<file path="config.mk">
export PLATFORM = sky130hd
export DESIGN_NAME = osc_packet_message_decoder
export DESIGN_NICKNAME = d
export VERILOG_FILES = /design/src/rtl/core/oscmd_pkg.sv /design/src/rtl/core/oscmd_ram.sv /design/src/rtl/core/oscmd_seq.sv /design/src/rtl/core/osc_packet_message_decoder.sv
export SDC_FILE = /design/constraint.sdc
export NUM_CORES = 2
export LEC_CHECK = 0
export ABC_AREA = 1
export BUFFER_PORTS_ARGS = -buffer_cell sky130_fd_sc_hd__buf_2
export CAP_MARGIN = 0
export CORE_AREA = 2 2 479 481
export CTS_CLUSTER_SIZE = 16
export DETAILED_ROUTE_END_ITERATION = 10
export DIE_AREA = 0 0 481 483
export PLACE_DENSITY = 0.65
export SYNTH_ARGS = -nofsm -noshare
export SYNTH_HDL_FRONTEND = slang
export SYNTH_SLANG_ARGS = --single-unit
export TNS_END_PERCENT = 5
</file>
<file path="constraint.sdc">
create_clock -name i_clk -period 7.81 [get_ports i_clk]
set_clock_uncertainty 0.1 [all_clocks]
set_input_delay 1.562 -clock i_clk [delete_from_list [all_inputs] [get_ports i_clk]]
set_output_delay 1.562 -clock i_clk [all_outputs]
set_load 0.01 [all_outputs]
</file>
<file path="src/rtl/core/oscmd_pkg.sv">
// ----------------------------------------------------------------------------
// oscmd_pkg
// Shared types, codes and constant strings of the OSC message decoder.
// ----------------------------------------------------------------------------
package oscmd_pkg;

    // Default sizes
    localparam int PACKET_BYTES   = 256;
    localparam int NAME_CHARS     = 16;
    localparam int SPECTRUM_BANDS = 32;
    localparam int MAX_RESULTS    = 64;
    localparam int CNT_W          = $clog2(MAX_RESULTS + 1);

    // Configuration register indexes
    typedef enum logic [1:0] {
        CFG_LAYOUT_MODE = 2'd0,
        CFG_NAME_FIRST  = 2'd1,
        CFG_NAME_SECOND = 2'd2,
        CFG_NAME_LENGTH = 2'd3
    } t_cfg_idx;

    // Result kinds
    typedef enum logic [1:0] {
        KIND_VERDICT = 2'd0,
        KIND_FLOAT   = 2'd1,
        KIND_ADDR    = 2'd2,
        KIND_TEXT    = 2'd3
    } t_kind;

    // Message classes
    typedef enum logic [2:0] {
        MT_LAYOUT     = 3'd0,
        MT_LAYOUT_TXT = 3'd1,
        MT_XY         = 3'd2,
        MT_FADER      = 3'd3,
        MT_BUTTON     = 3'd4,
        MT_NOTE       = 3'd5,
        MT_SPECTRUM   = 3'd6,
        MT_BACKGROUND = 3'd7
    } t_mtype;

    // Endpoint names matched after the device prefix
    typedef enum logic [2:0] {
        LIT_XY0,
        LIT_NOTE,
        LIT_SPECTRUM,
        LIT_BACKGROUND,
        LIT_FADER,
        LIT_BUTTON
    } t_lit;

    localparam logic [127:0] STR_XY0        = {"xy0", 104'd0};
    localparam logic [127:0] STR_NOTE       = {"note", 96'd0};
    localparam logic [127:0] STR_SPECTRUM   = {"spectrum0", 56'd0};
    localparam logic [127:0] STR_BACKGROUND = {"background", 48'd0};
    localparam logic [127:0] STR_FADER      = {"fader", 88'd0};
    localparam logic [127:0] STR_BUTTON     = {"button", 80'd0};

    localparam logic [3:0] LEN_XY0        = 4'd3;
    localparam logic [3:0] LEN_NOTE       = 4'd4;
    localparam logic [3:0] LEN_SPECTRUM   = 4'd9;
    localparam logic [3:0] LEN_BACKGROUND = 4'd10;
    localparam logic [3:0] LEN_FADER      = 4'd5;
    localparam logic [3:0] LEN_BUTTON     = 4'd6;

    // Characters
    localparam logic [7:0] CH_NUL   = 8'h00;
    localparam logic [7:0] CH_SLASH = 8'h2F;
    localparam logic [7:0] CH_COMMA = 8'h2C;
    localparam logic [7:0] CH_F     = 8'h66;
    localparam logic [7:0] CH_I     = 8'h69;
    localparam logic [7:0] CH_S     = 8'h73;
    localparam logic [7:0] CH_0     = 8'h30;
    localparam logic [7:0] CH_3     = 8'h33;

    // Float limits
    localparam logic [31:0] FLOAT_ONE      = 32'h3F80_0000;
    localparam logic [31:0] FLOAT_NEG_ZERO = 32'h8000_0000;

    // Configuration as seen by the sequencer
    typedef struct packed {
        logic         layout_mode;
        logic [127:0] name_chars;
        logic [4:0]   name_length;
    } t_cfg;

    // One result beat
    typedef struct packed {
        t_kind       kind;
        logic        accepted;
        logic [2:0]  message_type;
        logic [6:0]  index;
        logic        int_value;
        logic [5:0]  value_count;
        logic [7:0]  red;
        logic [7:0]  green;
        logic [7:0]  blue;
        logic [63:0] payload;
        logic [3:0]  payload_bytes;
        logic        last;
    } t_result;

    // Character k of an endpoint name
    function automatic logic [7:0] lit_byte(input t_lit id, input logic [3:0] k);
        logic [127:0] s;
        begin
            case (id)
                LIT_XY0:        s = STR_XY0;
                LIT_NOTE:       s = STR_NOTE;
                LIT_SPECTRUM:   s = STR_SPECTRUM;
                LIT_BACKGROUND: s = STR_BACKGROUND;
                LIT_FADER:      s = STR_FADER;
                LIT_BUTTON:     s = STR_BUTTON;
                default:        s = '0;
            endcase
            lit_byte = s[(127 - 8 * k) -: 8];
        end
    endfunction

endpackage

</file>
<file path="src/rtl/core/oscmd_ram.sv">
// ----------------------------------------------------------------------------
// oscmd_ram
// Generic simple dual-port RAM, one write and one registered read port.
// ----------------------------------------------------------------------------
module oscmd_ram #(
    parameter int WIDTH = 8,
    parameter int DEPTH = 256
) (
    input  logic                     i_clk,
    input  logic                     i_wr_en,
    input  logic [$clog2(DEPTH)-1:0] i_wr_addr,
    input  logic [WIDTH-1:0]         i_wr_data,
    input  logic [$clog2(DEPTH)-1:0] i_rd_addr,
    output logic [WIDTH-1:0]         o_rd_data
);

    logic [WIDTH-1:0] r_mem [DEPTH];
    logic [WIDTH-1:0] r_rd_data;

    always_ff @(posedge i_clk) begin
        if (i_wr_en) begin
            r_mem[i_wr_addr] <= i_wr_data;
        end
        r_rd_data <= r_mem[i_rd_addr];
    end

    assign o_rd_data = r_rd_data;

endmodule

</file>
<file path="src/rtl/core/oscmd_seq.sv">
// ----------------------------------------------------------------------------
// oscmd_seq
// Parse and emit sequencer: walks the packet store through its read port,
// scans address, type tags and arguments, then streams the result beats.
// ----------------------------------------------------------------------------
module oscmd_seq #(
    parameter int PACKET_BYTES   = oscmd_pkg::PACKET_BYTES,
    parameter int NAME_CHARS     = oscmd_pkg::NAME_CHARS,
    parameter int SPECTRUM_BANDS = oscmd_pkg::SPECTRUM_BANDS
) (
    input  logic                              i_clk,
    input  logic                              i_rst_n,
    input  logic                              i_start,
    input  logic [$clog2(PACKET_BYTES+1)-1:0] i_len,
    input  oscmd_pkg::t_cfg                   i_cfg,
    output logic [$clog2(PACKET_BYTES)-1:0]   o_rd_addr,
    input  logic [7:0]                        i_rd_data,
    output logic                              o_busy,
    output logic                              o_strobe,
    output oscmd_pkg::t_result                o_res
);

    localparam int AW = $clog2(PACKET_BYTES);
    localparam int CW = $clog2(PACKET_BYTES + 1);
    localparam int PW = CW + 1;
    localparam int NW = oscmd_pkg::CNT_W;

    typedef enum logic [3:0] {
        S_IDLE, S_ADDR, S_TAG, S_DECIDE, S_ARGS, S_TEXT,
        S_VERDICT, S_FLOAT, S_CHUNK, S_REJECT, S_FLUSH
    } t_state;

    typedef enum logic [2:0] {
        C_NONE, C_FLOAT, C_TEXT, C_BUTTON, C_NOTE, C_BG
    } t_cls;

    t_state  r_state;
    logic    r_ph;
    logic [PW-1:0] r_ptr, r_len, r_sbase, r_al, r_tl, r_off;
    logic [PW-1:0] r_a0, r_alen, r_x0, r_xlen, r_crem;
    logic    r_slash, r_devok, r_comma, r_allf, r_alli, r_alls;
    logic    r_mxy, r_mnote, r_mspec, r_mbg, r_mfad, r_mbut;
    logic [7:0]  r_dig5, r_dig6;
    t_cls    r_cls;
    logic [2:0]  r_mtype;
    logic [5:0]  r_nw, r_vcount, r_wi, r_fi;
    logic [6:0]  r_idx;
    logic        r_intv, r_hasaddr, r_hastext;
    logic [7:0]  r_red, r_green, r_blue;
    logic [1:0]  r_bi;
    logic [31:0] r_word;
    oscmd_pkg::t_kind r_seg;
    logic [2:0]  r_nb;
    logic [63:0] r_acc;
    logic [NW-1:0] r_cnt;
    oscmd_pkg::t_result r_pend, r_out;
    logic    r_pv, r_strobe;

    // String scan helpers
    logic [PW-1:0] w_slen, w_pad, w_rl, w_k, w_pm1, w_el, w_skip;
    logic [4:0]    w_nl;
    logic [3:0]    w_k4;
    logic          w_kv, w_name_bad;
    logic [7:0]    w_b;

    assign w_b    = i_rd_data;
    assign w_slen = r_ptr - r_sbase;
    assign w_pad  = r_sbase + ((w_slen + PW'(4)) & ~PW'(3));
    assign w_nl   = (i_cfg.name_length > 5'(NAME_CHARS)) ? 5'(NAME_CHARS) : i_cfg.name_length;
    assign w_rl   = PW'(w_nl) + PW'(2);
    assign w_k    = r_ptr - w_rl;
    assign w_kv   = (r_ptr >= w_rl) && (w_k < PW'(16));
    assign w_k4   = w_k[3:0];
    assign w_pm1  = r_ptr - PW'(1);
    assign w_name_bad = (r_ptr >= PW'(1)) && (r_ptr <= PW'(w_nl)) &&
                        (w_b != i_cfg.name_chars[(127 - 8 * w_pm1[3:0]) -: 8]);

    // Message classification
    logic   w_dev, w_tf, w_tff, w_ts, w_ti, w_tii, w_tiii, w_spec;
    t_cls   w_cls;
    logic [2:0] w_mt;
    logic [5:0] w_nw;
    logic   w_addr, w_text, w_useskip;
    logic [6:0] w_idx;

    assign w_dev  = r_devok && (r_al >= w_rl);
    assign w_el   = r_al - w_rl;
    assign w_skip = w_dev ? (w_rl - PW'(1)) : '0;
    assign w_tf   = (r_tl == PW'(2)) && r_allf;
    assign w_tff  = (r_tl == PW'(3)) && r_allf;
    assign w_ts   = (r_tl == PW'(2)) && r_alls;
    assign w_ti   = (r_tl == PW'(2)) && r_alli;
    assign w_tii  = (r_tl == PW'(3)) && r_alli;
    assign w_tiii = (r_tl == PW'(4)) && r_alli;
    assign w_spec = (r_tl == PW'(SPECTRUM_BANDS + 1)) && r_allf;

    always_comb begin
        w_cls = C_NONE;
        w_mt = oscmd_pkg::MT_LAYOUT;
        w_nw = '0;
        w_addr = 1'b0;
        w_text = 1'b0;
        w_useskip = 1'b0;
        w_idx = '0;
        if (i_cfg.layout_mode && (w_tf || w_tff) && r_slash) begin
            w_cls = C_FLOAT;
            w_nw = w_tff ? 6'd2 : 6'd1;
            w_addr = 1'b1;
            w_useskip = 1'b1;
        end else if (i_cfg.layout_mode && w_ts && r_slash) begin
            w_cls = C_TEXT;
            w_mt = oscmd_pkg::MT_LAYOUT_TXT;
            w_addr = 1'b1;
            w_text = 1'b1;
            w_useskip = 1'b1;
        end else if (w_dev && w_tff && r_mxy && w_el == PW'(oscmd_pkg::LEN_XY0)) begin
            w_cls = C_FLOAT;
            w_mt = oscmd_pkg::MT_XY;
            w_nw = 6'd2;
        end else if (w_dev && w_tf && r_mfad && w_el == PW'(6) &&
                     (r_dig5 inside {[oscmd_pkg::CH_0:oscmd_pkg::CH_3]})) begin
            w_cls = C_FLOAT;
            w_mt = oscmd_pkg::MT_FADER;
            w_nw = 6'd1;
            w_idx = 7'(r_dig5 - oscmd_pkg::CH_0);
        end else if (w_dev && w_ti && r_mbut && w_el == PW'(7) &&
                     (r_dig6 inside {[oscmd_pkg::CH_0:oscmd_pkg::CH_3]})) begin
            w_cls = C_BUTTON;
            w_mt = oscmd_pkg::MT_BUTTON;
            w_nw = 6'd1;
            w_idx = 7'(r_dig6 - oscmd_pkg::CH_0);
        end else if (w_dev && (w_tii || w_tiii) && r_mnote &&
                     w_el == PW'(oscmd_pkg::LEN_NOTE)) begin
            w_cls = C_NOTE;
            w_mt = oscmd_pkg::MT_NOTE;
            w_nw = w_tiii ? 6'd3 : 6'd2;
        end else if (w_dev && w_spec && r_mspec && w_el == PW'(oscmd_pkg::LEN_SPECTRUM)) begin
            w_cls = C_FLOAT;
            w_mt = oscmd_pkg::MT_SPECTRUM;
            w_nw = 6'(SPECTRUM_BANDS);
        end else if (w_dev && w_tiii && r_mbg && w_el == PW'(oscmd_pkg::LEN_BACKGROUND)) begin
            w_cls = C_BG;
            w_mt = oscmd_pkg::MT_BACKGROUND;
            w_nw = 6'd3;
        end else if ((w_tf || w_tff) && r_slash) begin
            w_cls = C_FLOAT;
            w_nw = w_tff ? 6'd2 : 6'd1;
            w_addr = 1'b1;
        end else if (w_ts && r_slash) begin
            w_cls = C_TEXT;
            w_mt = oscmd_pkg::MT_LAYOUT_TXT;
            w_addr = 1'b1;
            w_text = 1'b1;
        end
    end

    // Argument word check
    logic [31:0] w_word;
    logic        w_word_ok;

    assign w_word = {r_word[23:0], w_b};

    always_comb begin
        case (r_cls)
            C_FLOAT:  w_word_ok = (w_word <= oscmd_pkg::FLOAT_ONE) ||
                                  (w_word == oscmd_pkg::FLOAT_NEG_ZERO);
            C_BUTTON: w_word_ok = (w_word <= 32'd1);
            C_NOTE:   w_word_ok = (r_wi == 6'd1) ? (w_word <= 32'd1) : (w_word <= 32'd127);
            C_BG:     w_word_ok = (w_word <= 32'd255);
            default:  w_word_ok = 1'b0;
        endcase
    end

    // Result beat formation
    logic               w_form;
    oscmd_pkg::t_result w_new;
    logic [63:0]        w_acc;

    always_comb begin
        w_form = 1'b0;
        w_new = '0;
        w_acc = r_acc;
        w_acc[(63 - 8 * r_nb) -: 8] = w_b;
        case (r_state)
            S_REJECT: begin
                w_form = 1'b1;
            end
            S_VERDICT: begin
                w_form = 1'b1;
                w_new.kind = oscmd_pkg::KIND_VERDICT;
                w_new.accepted = 1'b1;
                w_new.message_type = r_mtype;
                w_new.index = r_idx;
                w_new.int_value = r_intv;
                w_new.value_count = r_vcount;
                w_new.red = r_red;
                w_new.green = r_green;
                w_new.blue = r_blue;
            end
            S_FLOAT: begin
                if (r_ph && r_bi == 2'd3) begin
                    w_form = 1'b1;
                    w_new.kind = oscmd_pkg::KIND_FLOAT;
                    w_new.payload = {32'd0, w_word};
                end
            end
            S_CHUNK: begin
                if (r_ph && (r_nb == 3'd7 || r_crem == PW'(1))) begin
                    w_form = 1'b1;
                    w_new.kind = r_seg;
                    w_new.payload = w_acc;
                    w_new.payload_bytes = {1'b0, r_nb} + 4'd1;
                end
            end
            default: ;
        endcase
    end

    // Sequencer
    always_ff @(posedge i_clk) begin
        if (!i_rst_n) begin
            r_state  <= S_IDLE;
            r_ph     <= 1'b0;
            r_pv     <= 1'b0;
            r_strobe <= 1'b0;
            r_cnt    <= '0;
        end else begin
            r_strobe <= 1'b0;
            case (r_state)
                S_IDLE: begin
                    if (i_start) begin
                        r_len   <= PW'(i_len);
                        r_ptr   <= '0;
                        r_sbase <= '0;
                        r_ph    <= 1'b0;
                        r_cnt   <= '0;
                        r_slash <= 1'b0;
                        r_devok <= 1'b1;
                        r_mxy   <= 1'b1;
                        r_mnote <= 1'b1;
                        r_mspec <= 1'b1;
                        r_mbg   <= 1'b1;
                        r_mfad  <= 1'b1;
                        r_mbut  <= 1'b1;
                        r_dig5  <= '0;
                        r_dig6  <= '0;
                        r_comma <= 1'b0;
                        r_allf  <= 1'b1;
                        r_alli  <= 1'b1;
                        r_alls  <= 1'b1;
                        r_idx   <= '0;
                        r_intv  <= 1'b0;
                        r_red   <= '0;
                        r_green <= '0;
                        r_blue  <= '0;
                        r_state <= S_ADDR;
                    end
                end

                // Address string: prefix and endpoint name matching
                S_ADDR: begin
                    if (!r_ph) begin
                        if (r_ptr >= r_len) r_state <= S_REJECT;
                        else r_ph <= 1'b1;
                    end else begin
                        r_ph <= 1'b0;
                        if (w_b == oscmd_pkg::CH_NUL) begin
                            r_al <= r_ptr;
                            if (w_pad > r_len) begin
                                r_state <= S_REJECT;
                            end else begin
                                r_ptr   <= w_pad;
                                r_sbase <= w_pad;
                                r_state <= S_TAG;
                            end
                        end else begin
                            r_ptr <= r_ptr + PW'(1);
                            if (r_ptr == '0) begin
                                r_slash <= (w_b == oscmd_pkg::CH_SLASH);
                                if (w_b != oscmd_pkg::CH_SLASH) r_devok <= 1'b0;
                            end
                            if (w_name_bad) r_devok <= 1'b0;
                            if (r_ptr == w_rl - PW'(1) && w_b != oscmd_pkg::CH_SLASH) begin
                                r_devok <= 1'b0;
                            end
                            if (w_kv) begin
                                if (w_k4 < oscmd_pkg::LEN_XY0 &&
                                    w_b != oscmd_pkg::lit_byte(oscmd_pkg::LIT_XY0, w_k4))
                                    r_mxy <= 1'b0;
                                if (w_k4 < oscmd_pkg::LEN_NOTE &&
                                    w_b != oscmd_pkg::lit_byte(oscmd_pkg::LIT_NOTE, w_k4))
                                    r_mnote <= 1'b0;
                                if (w_k4 < oscmd_pkg::LEN_SPECTRUM &&
                                    w_b != oscmd_pkg::lit_byte(oscmd_pkg::LIT_SPECTRUM, w_k4))
                                    r_mspec <= 1'b0;
                                if (w_k4 < oscmd_pkg::LEN_BACKGROUND &&
                                    w_b != oscmd_pkg::lit_byte(oscmd_pkg::LIT_BACKGROUND, w_k4))
                                    r_mbg <= 1'b0;
                                if (w_k4 < oscmd_pkg::LEN_FADER &&
                                    w_b != oscmd_pkg::lit_byte(oscmd_pkg::LIT_FADER, w_k4))
                                    r_mfad <= 1'b0;
                                if (w_k4 < oscmd_pkg::LEN_BUTTON &&
                                    w_b != oscmd_pkg::lit_byte(oscmd_pkg::LIT_BUTTON, w_k4))
                                    r_mbut <= 1'b0;
                                if (w_k4 == 4'd5) r_dig5 <= w_b;
                                if (w_k4 == 4'd6) r_dig6 <= w_b;
                            end
                        end
                    end
                end

                // Type-tag string
                S_TAG: begin
                    if (!r_ph) begin
                        if (r_ptr >= r_len) r_state <= S_REJECT;
                        else r_ph <= 1'b1;
                    end else begin
                        r_ph <= 1'b0;
                        if (w_b == oscmd_pkg::CH_NUL) begin
                            r_tl  <= w_slen;
                            r_off <= w_pad;
                            if (w_slen == '0 || w_pad > r_len) r_state <= S_REJECT;
                            else r_state <= S_DECIDE;
                        end else begin
                            r_ptr <= r_ptr + PW'(1);
                            if (w_slen == '0) begin
                                r_comma <= (w_b == oscmd_pkg::CH_COMMA);
                            end else begin
                                if (w_b != oscmd_pkg::CH_F) r_allf <= 1'b0;
                                if (w_b != oscmd_pkg::CH_I) r_alli <= 1'b0;
                                if (w_b != oscmd_pkg::CH_S) r_alls <= 1'b0;
                            end
                        end
                    end
                end

                // Classification
                S_DECIDE: begin
                    if (!r_comma || w_cls == C_NONE) begin
                        r_state <= S_REJECT;
                    end else begin
                        r_cls     <= w_cls;
                        r_mtype   <= w_mt;
                        r_nw      <= w_nw;
                        r_vcount  <= (w_cls == C_FLOAT) ? w_nw : 6'd0;
                        r_idx     <= w_idx;
                        r_hasaddr <= w_addr;
                        r_hastext <= w_text;
                        r_a0      <= w_useskip ? w_skip : '0;
                        r_alen    <= r_al - (w_useskip ? w_skip : '0);
                        r_xlen    <= '0;
                        r_ptr     <= r_off;
                        r_sbase   <= r_off;
                        r_wi      <= '0;
                        r_bi      <= '0;
                        r_state   <= (w_cls == C_TEXT) ? S_TEXT : S_ARGS;
                    end
                end

                // Argument words, checked one by one
                S_ARGS: begin
                    if (!r_ph) begin
                        if (r_wi == r_nw) r_state <= S_VERDICT;
                        else if (r_bi == 2'd0 && r_ptr + PW'(4) > r_len) r_state <= S_REJECT;
                        else r_ph <= 1'b1;
                    end else begin
                        r_ph   <= 1'b0;
                        r_word <= w_word;
                        r_ptr  <= r_ptr + PW'(1);
                        r_bi   <= r_bi + 2'd1;
                        if (r_bi == 2'd3) begin
                            if (!w_word_ok) begin
                                r_state <= S_REJECT;
                            end else begin
                                r_wi <= r_wi + 6'd1;
                                if (r_cls == C_BUTTON) r_intv <= w_word[0];
                                if (r_cls == C_NOTE && r_wi == 6'd0) r_idx <= w_word[6:0];
                                if (r_cls == C_NOTE && r_wi == 6'd1) r_intv <= w_word[0];
                                if (r_cls == C_BG && r_wi == 6'd0) r_red <= w_word[7:0];
                                if (r_cls == C_BG && r_wi == 6'd1) r_green <= w_word[7:0];
                                if (r_cls == C_BG && r_wi == 6'd2) r_blue <= w_word[7:0];
                            end
                        end
                    end
                end

                // Text argument string
                S_TEXT: begin
                    if (!r_ph) begin
                        if (r_ptr >= r_len) r_state <= S_REJECT;
                        else r_ph <= 1'b1;
                    end else begin
                        r_ph <= 1'b0;
                        if (w_b == oscmd_pkg::CH_NUL) begin
                            r_x0   <= r_sbase;
                            r_xlen <= w_slen;
                            r_state <= (w_pad > r_len) ? S_REJECT : S_VERDICT;
                        end else begin
                            r_ptr <= r_ptr + PW'(1);
                        end
                    end
                end

                S_VERDICT: begin
                    r_ptr   <= r_off;
                    r_fi    <= '0;
                    r_bi    <= '0;
                    r_state <= S_FLOAT;
                end

                // Float words re-read from the store
                S_FLOAT: begin
                    if (!r_ph) begin
                        if (r_fi == r_vcount) begin
                            r_nb  <= '0;
                            r_acc <= '0;
                            if (r_hasaddr) begin
                                r_ptr   <= r_a0;
                                r_crem  <= r_alen;
                                r_seg   <= oscmd_pkg::KIND_ADDR;
                                r_state <= S_CHUNK;
                            end else if (r_hastext) begin
                                r_ptr   <= r_x0;
                                r_crem  <= r_xlen;
                                r_seg   <= oscmd_pkg::KIND_TEXT;
                                r_state <= S_CHUNK;
                            end else begin
                                r_state <= S_FLUSH;
                            end
                        end else if (r_cnt == NW'(oscmd_pkg::MAX_RESULTS)) begin
                            r_state <= S_FLUSH;
                        end else begin
                            r_ph <= 1'b1;
                        end
                    end else begin
                        r_ph   <= 1'b0;
                        r_word <= w_word;
                        r_ptr  <= r_ptr + PW'(1);
                        r_bi   <= r_bi + 2'd1;
                        if (r_bi == 2'd3) r_fi <= r_fi + 6'd1;
                    end
                end

                // Address and text chunks of up to eight characters
                S_CHUNK: begin
                    if (!r_ph) begin
                        if (r_crem == '0) begin
                            if (r_seg == oscmd_pkg::KIND_ADDR && r_hastext) begin
                                r_ptr  <= r_x0;
                                r_crem <= r_xlen;
                                r_seg  <= oscmd_pkg::KIND_TEXT;
                            end else begin
                                r_state <= S_FLUSH;
                            end
                        end else if (r_nb == 3'd0 &&
                                     r_cnt == NW'(oscmd_pkg::MAX_RESULTS)) begin
                            r_state <= S_FLUSH;
                        end else begin
                            r_ph <= 1'b1;
                        end
                    end else begin
                        r_ph   <= 1'b0;
                        r_ptr  <= r_ptr + PW'(1);
                        r_crem <= r_crem - PW'(1);
                        r_acc  <= w_form ? 64'd0 : w_acc;
                        r_nb   <= w_form ? 3'd0 : r_nb + 3'd1;
                    end
                end

                S_REJECT: begin
                    r_state <= S_FLUSH;
                end

                // Last beat leaves with the end mark
                S_FLUSH: begin
                    r_out      <= r_pend;
                    r_out.last <= 1'b1;
                    r_strobe   <= 1'b1;
                    r_pv       <= 1'b0;
                    r_state    <= S_IDLE;
                end

                default: r_state <= S_IDLE;
            endcase

            // One beat held back so that the final one can carry last
            if (w_form) begin
                if (r_pv) begin
                    r_out    <= r_pend;
                    r_strobe <= 1'b1;
                end
                r_pend <= w_new;
                r_pv   <= 1'b1;
                r_cnt  <= r_cnt + NW'(1);
            end
        end
    end

    assign o_rd_addr = r_ptr[AW-1:0];
    assign o_busy    = (r_state != S_IDLE);
    assign o_strobe  = r_strobe;
    assign o_res     = r_out;

    // Checks
    a_last_ends: assert property (@(posedge i_clk) disable iff (!i_rst_n)
        r_strobe && r_out.last |=> !r_strobe)
        else $error("beat directly after the final beat of a packet");

    a_cnt_cap: assert property (@(posedge i_clk) disable iff (!i_rst_n)
        r_cnt <= NW'(oscmd_pkg::MAX_RESULTS))
        else $error("result count beyond cap");

    a_idle_empty: assert property (@(posedge i_clk) disable iff (!i_rst_n)
        r_state == S_IDLE |-> !r_pv)
        else $error("held beat left behind when idle");

    a_reject_single: assert property (@(posedge i_clk) disable iff (!i_rst_n)
        r_strobe && r_out.kind == oscmd_pkg::KIND_VERDICT && !r_out.accepted |-> r_out.last)
        else $error("rejection verdict not final");

endmodule

</file>
<file path="src/rtl/core/osc_packet_message_decoder.sv">
// ----------------------------------------------------------------------------
// osc_packet_message_decoder
// OSC message decoder top level: packet store loading, configuration
// registers and the parse/emit sequencer.
// ----------------------------------------------------------------------------
// A byte without the end mark is taken while start is high and busy is low. After the end
// byte, the packet is walked through the store's single read port (address issue, then
// registered read), then beats are streamed. No packet bytes are taken while busy is high.
// Results leave one per strobe, unstallable; busy covers parse and all beats but the last.
// Reset (synchronous): byte count, sequencer and configuration clear; the store
// itself is not cleared.
module osc_packet_message_decoder #(
    parameter int PACKET_BYTES   = oscmd_pkg::PACKET_BYTES,
    parameter int NAME_CHARS     = oscmd_pkg::NAME_CHARS,
    parameter int SPECTRUM_BANDS = oscmd_pkg::SPECTRUM_BANDS
) (
    input  logic        i_clk,
    input  logic        i_rst_n,
    input  logic        start,
    output logic        busy,
    input  logic [7:0]  i_packet_byte,
    input  logic        i_end_of_packet,
    input  logic        i_cfg_valid,
    output logic        o_cfg_ready,
    input  logic [1:0]  i_cfg_index,
    input  logic [63:0] i_cfg_data,
    output logic        o_strobe,
    output logic [1:0]  o_kind,
    output logic        o_accepted,
    output logic [2:0]  o_message_type,
    output logic [6:0]  o_index,
    output logic        o_int_value,
    output logic [5:0]  o_value_count,
    output logic [7:0]  o_red,
    output logic [7:0]  o_green,
    output logic [7:0]  o_blue,
    output logic [63:0] o_payload,
    output logic [3:0]  o_payload_bytes,
    output logic        o_last
);

    localparam int AW = $clog2(PACKET_BYTES);
    localparam int CW = $clog2(PACKET_BYTES + 1);

    logic          r_layout;
    logic [63:0]   r_name_first, r_name_second;
    logic [4:0]    r_name_len;
    logic [CW-1:0] r_bcnt;

    logic          w_accept, w_fits, w_start, w_busy;
    logic [CW-1:0] w_len;
    logic [AW-1:0] w_rd_addr;
    logic [7:0]    w_rd_data;
    oscmd_pkg::t_cfg    w_cfg;
    oscmd_pkg::t_result w_res;

    assign w_accept = start && !w_busy;
    assign w_fits   = (r_bcnt < CW'(PACKET_BYTES));
    assign w_len    = r_bcnt + CW'(w_fits);
    assign w_start  = w_accept && i_end_of_packet;

    // Configuration registers
    always_ff @(posedge i_clk) begin
        if (!i_rst_n) begin
            r_layout      <= 1'b0;
            r_name_first  <= '0;
            r_name_second <= '0;
            r_name_len    <= '0;
        end else if (i_cfg_valid) begin
            case (oscmd_pkg::t_cfg_idx'(i_cfg_index))
                oscmd_pkg::CFG_LAYOUT_MODE: r_layout      <= i_cfg_data[0];
                oscmd_pkg::CFG_NAME_FIRST:  r_name_first  <= i_cfg_data;
                oscmd_pkg::CFG_NAME_SECOND: r_name_second <= i_cfg_data;
                oscmd_pkg::CFG_NAME_LENGTH: r_name_len    <= i_cfg_data[4:0];
                default: ;
            endcase
        end
    end

    // Byte count; overlong packets drop the excess
    always_ff @(posedge i_clk) begin
        if (!i_rst_n) begin
            r_bcnt <= '0;
        end else if (w_accept) begin
            r_bcnt <= i_end_of_packet ? '0 : w_len;
        end
    end

    assign w_cfg.layout_mode = r_layout;
    assign w_cfg.name_chars  = {r_name_first, r_name_second};
    assign w_cfg.name_length = r_name_len;

    oscmd_ram #(
        .WIDTH (8),
        .DEPTH (PACKET_BYTES)
    ) u_store (
        .i_clk     (i_clk),
        .i_wr_en   (w_accept && w_fits),
        .i_wr_addr (r_bcnt[AW-1:0]),
        .i_wr_data (i_packet_byte),
        .i_rd_addr (w_rd_addr),
        .o_rd_data (w_rd_data)
    );

    oscmd_seq #(
        .PACKET_BYTES   (PACKET_BYTES),
        .NAME_CHARS     (NAME_CHARS),
        .SPECTRUM_BANDS (SPECTRUM_BANDS)
    ) u_seq (
        .i_clk     (i_clk),
        .i_rst_n   (i_rst_n),
        .i_start   (w_start),
        .i_len     (w_len),
        .i_cfg     (w_cfg),
        .o_rd_addr (w_rd_addr),
        .i_rd_data (w_rd_data),
        .o_busy    (w_busy),
        .o_strobe  (o_strobe),
        .o_res     (w_res)
    );

    assign busy            = w_busy;
    assign o_cfg_ready     = 1'b1;
    assign o_kind          = w_res.kind;
    assign o_accepted      = w_res.accepted;
    assign o_message_type  = w_res.message_type;
    assign o_index         = w_res.index;
    assign o_int_value     = w_res.int_value;
    assign o_value_count   = w_res.value_count;
    assign o_red           = w_res.red;
    assign o_green         = w_res.green;
    assign o_blue          = w_res.blue;
    assign o_payload       = w_res.payload;
    assign o_payload_bytes = w_res.payload_bytes;
    assign o_last          = w_res.last;

endmodule

</file>
==> impl_metrics.py <==
metrics = {
    "cts": {
        "htreeDepth": 5,
        "cts_root_buf": "clkbuf_16",
        "cts_tree": "yes",
        "ctsResizeCount": 0,
        "postCtsHoldBufs": 0,
        "clock_latency_ps": 950,
        "cts.path.max_buffers": 4,
        "clk_pin_slew_ps": 60,
        "cts.sinks": 2724,
        "cts_setup_buffers": 0,
        "cts-buffers-inserted": 293,
    },
    "timing": {
        "worst_slew_pin_slew_ps": 1370,
        "slew_violations": 0,
        "setup_viol": 0,
        "slew_headroom": 0.0796,
        "fin_tns_setup_ps": 0,
        "hold_viol_final": 0,
        "rsz0062_at_grt": "false",
        "period_minus_slack_ps": 6470,
        "max_freq_mhz": 155,
        "fin_crit_sh": 0.828,
    },
    "synthesis": {
        "ys_top_cells_by_area": "edfxtp_1 68%, nor2_1 5.7%, o21ai_0 5.0%, nand2_1 3.2%, dfxtp_1 2.9%",
        "synth_ff_type": "edfxtp_1",
        "synth.avg_cell_area_um2": 12.0,
        "synth-seq-cells": 2724,
        "yosysTopAreaCellShare": 0.680,
        "synth_edf_count": 2559,
        "async_reset_ff_frac": 0,
        "synth-warning-count": 0,
        "yosys.area.top_type": "edfxtp_1",
        "yosysSeqAreaShare": 0.709,
        "postSynthCellCount": 9417,
        "synth.cell_area_um2": 113000,
        "ys_types": 72,
    },
    "global_routing": {
        "grt_max_degree": 195,
        "grt_usage": 0.266,
        "overflow": 0,
        "antenna_found_initial": 15,
        "grt_pass1_vias": 73012,
        "grt_pass1_wl_um": 469000,
    },
    "detailed_routing": {
        "dr.pass1.iters": 8,
        "viasPerCell": 6.11,
        "drt_iter0_drc": 9717,
        "drc": 0,
        "vias": 77178,
        "antenna_left": 0,
        "wl_per_cell_um": 25.1,
        "drt-total-wl_um": 317000,
    },
    "run_status": {
        "status": "complete, no violations",
    },
    "critical_path": {
        "max_stage_delay_ps": 860,
        "endpoint_kind": "register",
        "reg2reg_depth": 24,
        "timing_worst_setup_path_type": "reg2reg",
        "crit_path_cell_trace": "inv_8, fa_1, o21ai_0, nand2_1, nand2_1, a21oi_1, xor2_1, nor4_1, nor2_1, ha_1, inv_1, o21ai_0, xor2_1, inv_1, ha_1, nand2_1, a21oi_1, a211o_1, a21oi_1, or2_2, nand2_1, a21oi_1, o2111ai_1, nor2_1",
        "worstPathArrival_ps": 6900,
        "cp.required_ps": 8240,
        "crit_slowest_cell": "nor2_1",
        "path_max_fanout": 94,
        "cp-start-kind": "register",
    },
    "pwr": {
        "cellLeakagePower_nw": 42.1,
        "powerDensity_nw_per_um2": 317,
        "ir_worst_vdd_uv": 277,
    },
    "cells_and_area": {
        "nets": 9599,
        "design_area_um2": 126000,
        "multi_input_area_um2": 29200,
        "regArea_um2": 80100,
        "finalNonFillerCells": 12635,
        "layout-drive-gt1-share": 0.0821,
        "fillers": 18550,
        "area_delta_synth_final_pct": 11.1,
    },
    "placement": {
        "place_inst": 12126,
        "placed_cell_area_um2": 117000,
        "place_hpwl_um": 186000,
        "io_buffers": 193,
        "place.gp.congestion": 0.913,
    },
    "die": {
        "io-pin-count": 195,
        "coreArea_um2": 227000,
        "fp.dieArea_um2": 232000,
        "dieHeight_um": 483,
        "row_count": 175,
        "die_x_um": 481,
        "start_util": 0.498,
    },
    "min_path": {
        "hold_depth": 1,
        "min_path_type": "reg2reg",
    },
    "flow_run": {
        "max_cap_viol_count": 0,
    },
}
where the power goes:
part	switching, mW	internal, mW	total (mW)
registers	0.180	16.4	16.5
logic	7.35	2.74	10.1
clock network	5.49	7.64	13.1
synth_stat cells, types with 8 or more instances:
cell,n
buf_1,40
nand2_1,970
or2_2,9
xnor2_1,16
a31oi_1,13
nor3_1,44
inv_2,11
a31o_2,8
nand4_1,30
a22oi_1,31
a211oi_1,9
ha_1,102
buf_2,27
clkbuf_1,547
buf_4,9
nand3_2,8
xor2_1,55
clkinv_1,17
o211ai_1,76
nand3_1,233
mux2i_1,8
inv_1,323
o2111ai_1,12
dfxtp_1,165
nor2_1,1711
edfxtp_1,2559
nor4_1,26
a221oi_1,12
a21oi_1,496
o22a_1,8
o22ai_1,202
o21ai_0,1130
o311ai_0,11
o221ai_1,375
a311oi_1,12
nand2_2,22
layer usage:
metal  share of wire  track usage  up-vias  wire, um
met5         0.00017      0.00145        -        53
met4           0.031       0.0863        6      9970
met1            0.41        0.381    38119    131000
met2            0.46        0.407     3962    145000
met3           0.098       0.0556      570     31100
li1                -            -    34521         -
cells in the final DEF, fill, tap and decap left out, drive strengths merged, types with 13 or more instances in the layout:
cell / netlist / final
nor4: 26 / 26
edfxtp: 2559 / 2559
o21ai: 1133 / 1133
o2111ai: 13 / 13
a31oi: 13 / 13
nand2: 995 / 995
bufinv: 0 / 18
clkinv: 17 / 114
o221ai: 375 / 375
inv: 335 / 338
a22oi: 31 / 31
o22ai: 202 / 202
a21oi: 496 / 496
o211ai: 76 / 76
xnor2: 17 / 17
xor2: 55 / 55
nor2: 1716 / 1716
ha: 102 / 102
nand3: 241 / 241
nor3: 45 / 45
clkbuf: 547 / 384
buf: 76 / 312
dfxtp: 165 / 165
nand4: 30 / 30
sequential cells by signal, summed over array words and instances (netlist names), 9 cells and up:
signal,count
r_name_first,64
u_seq.r_len,9
u_seq.r_word,24
u_seq.r_off,10
u_seq.r_tl,10
u_seq.r_ptr,10
u_seq.o_res,113
u_seq.r_acc,64
u_seq.r_xlen,10
r_name_second,64
u_seq.r_a0,10
u_seq.r_alen,10
u_seq.r_x0,10
u_store.r_mem,2048
u_seq.r_pend,109
u_seq.r_sbase,10
u_seq.r_al,10
u_seq.r_crem,10
r_bcnt,9
kinds of logic after synthesis:
| kind of cell | after synthesis | share of synthesized area |
|---|---|---|
| AND/OR/NAND/NOR | 3077 | 0.109 |
| flip-flops | 2724 | 0.709 |
| AO/OA/AOI/OAI | 2452 | 0.130 |
| buffers and inverters | 975 | 0.0330 |
| adder cells (fa/ha/maj) | 108 | 0.0124 |
| XOR/XNOR | 72 | 0.00565 |
| multiplexers | 8 | 0.000709 |
| other | 1 | 0.0000332 |
through the flow:
step	hold slack, ps	total power, mW	util	worst slack (ps)
2_1_floorplan	306	23.0	-	1710
3_3_place_gp	336	26.6	0.514	1300
3_5_place_dp	335	26.7	0.514	1410
4_1_cts	357	39.7	0.553	1340
5_1_grt	380	41.3	0.553	841
6_report	362	39.8	0.553	1340
worst max-delay path: cells and delay by family, from the launching register on:
kind | cells | cell delay [ps]
AO/OA/AOI/OAI | 8 | 1280
flip-flops | 1 | 720
XOR/XNOR | 2 | 430
buffers and inverters | 3 | 470
AND/OR/NAND/NOR | 8 | 1910
adder cells (fa/ha/maj) | 3 | 1140
layout make-up:
class,instances,share of cell area
Clock inverter,122,0.00825
Antenna cell,12,0.000239
Sequential cell,2724,0.638
Multi-Input combinational cell,5720,0.232
Inverter,352,0.0108
Clock buffer,375,0.0624
Timing Repair Buffer,321,0.0174
Tap cell,3009,0.0300
worst paths after layout:
path                                                    end  slack, ps                   startpoint
worst max-delay path               u_seq.r_ptr[9]$_DFFE_PP_       1340     u_seq.r_ptr[1]$_DFFE_PP_
worst max register to register     u_seq.r_ptr[9]$_DFFE_PP_       1340     u_seq.r_ptr[1]$_DFFE_PP_
worst min register to register  u_seq.r_cnt[6]$_SDFFE_PN0P_        360  u_seq.r_cnt[6]$_SDFFE_PN0P_
worst min-delay path            u_seq.r_cnt[6]$_SDFFE_PN0P_        360  u_seq.r_cnt[6]$_SDFFE_PN0P_
Power figures use the tool's default switching activity.
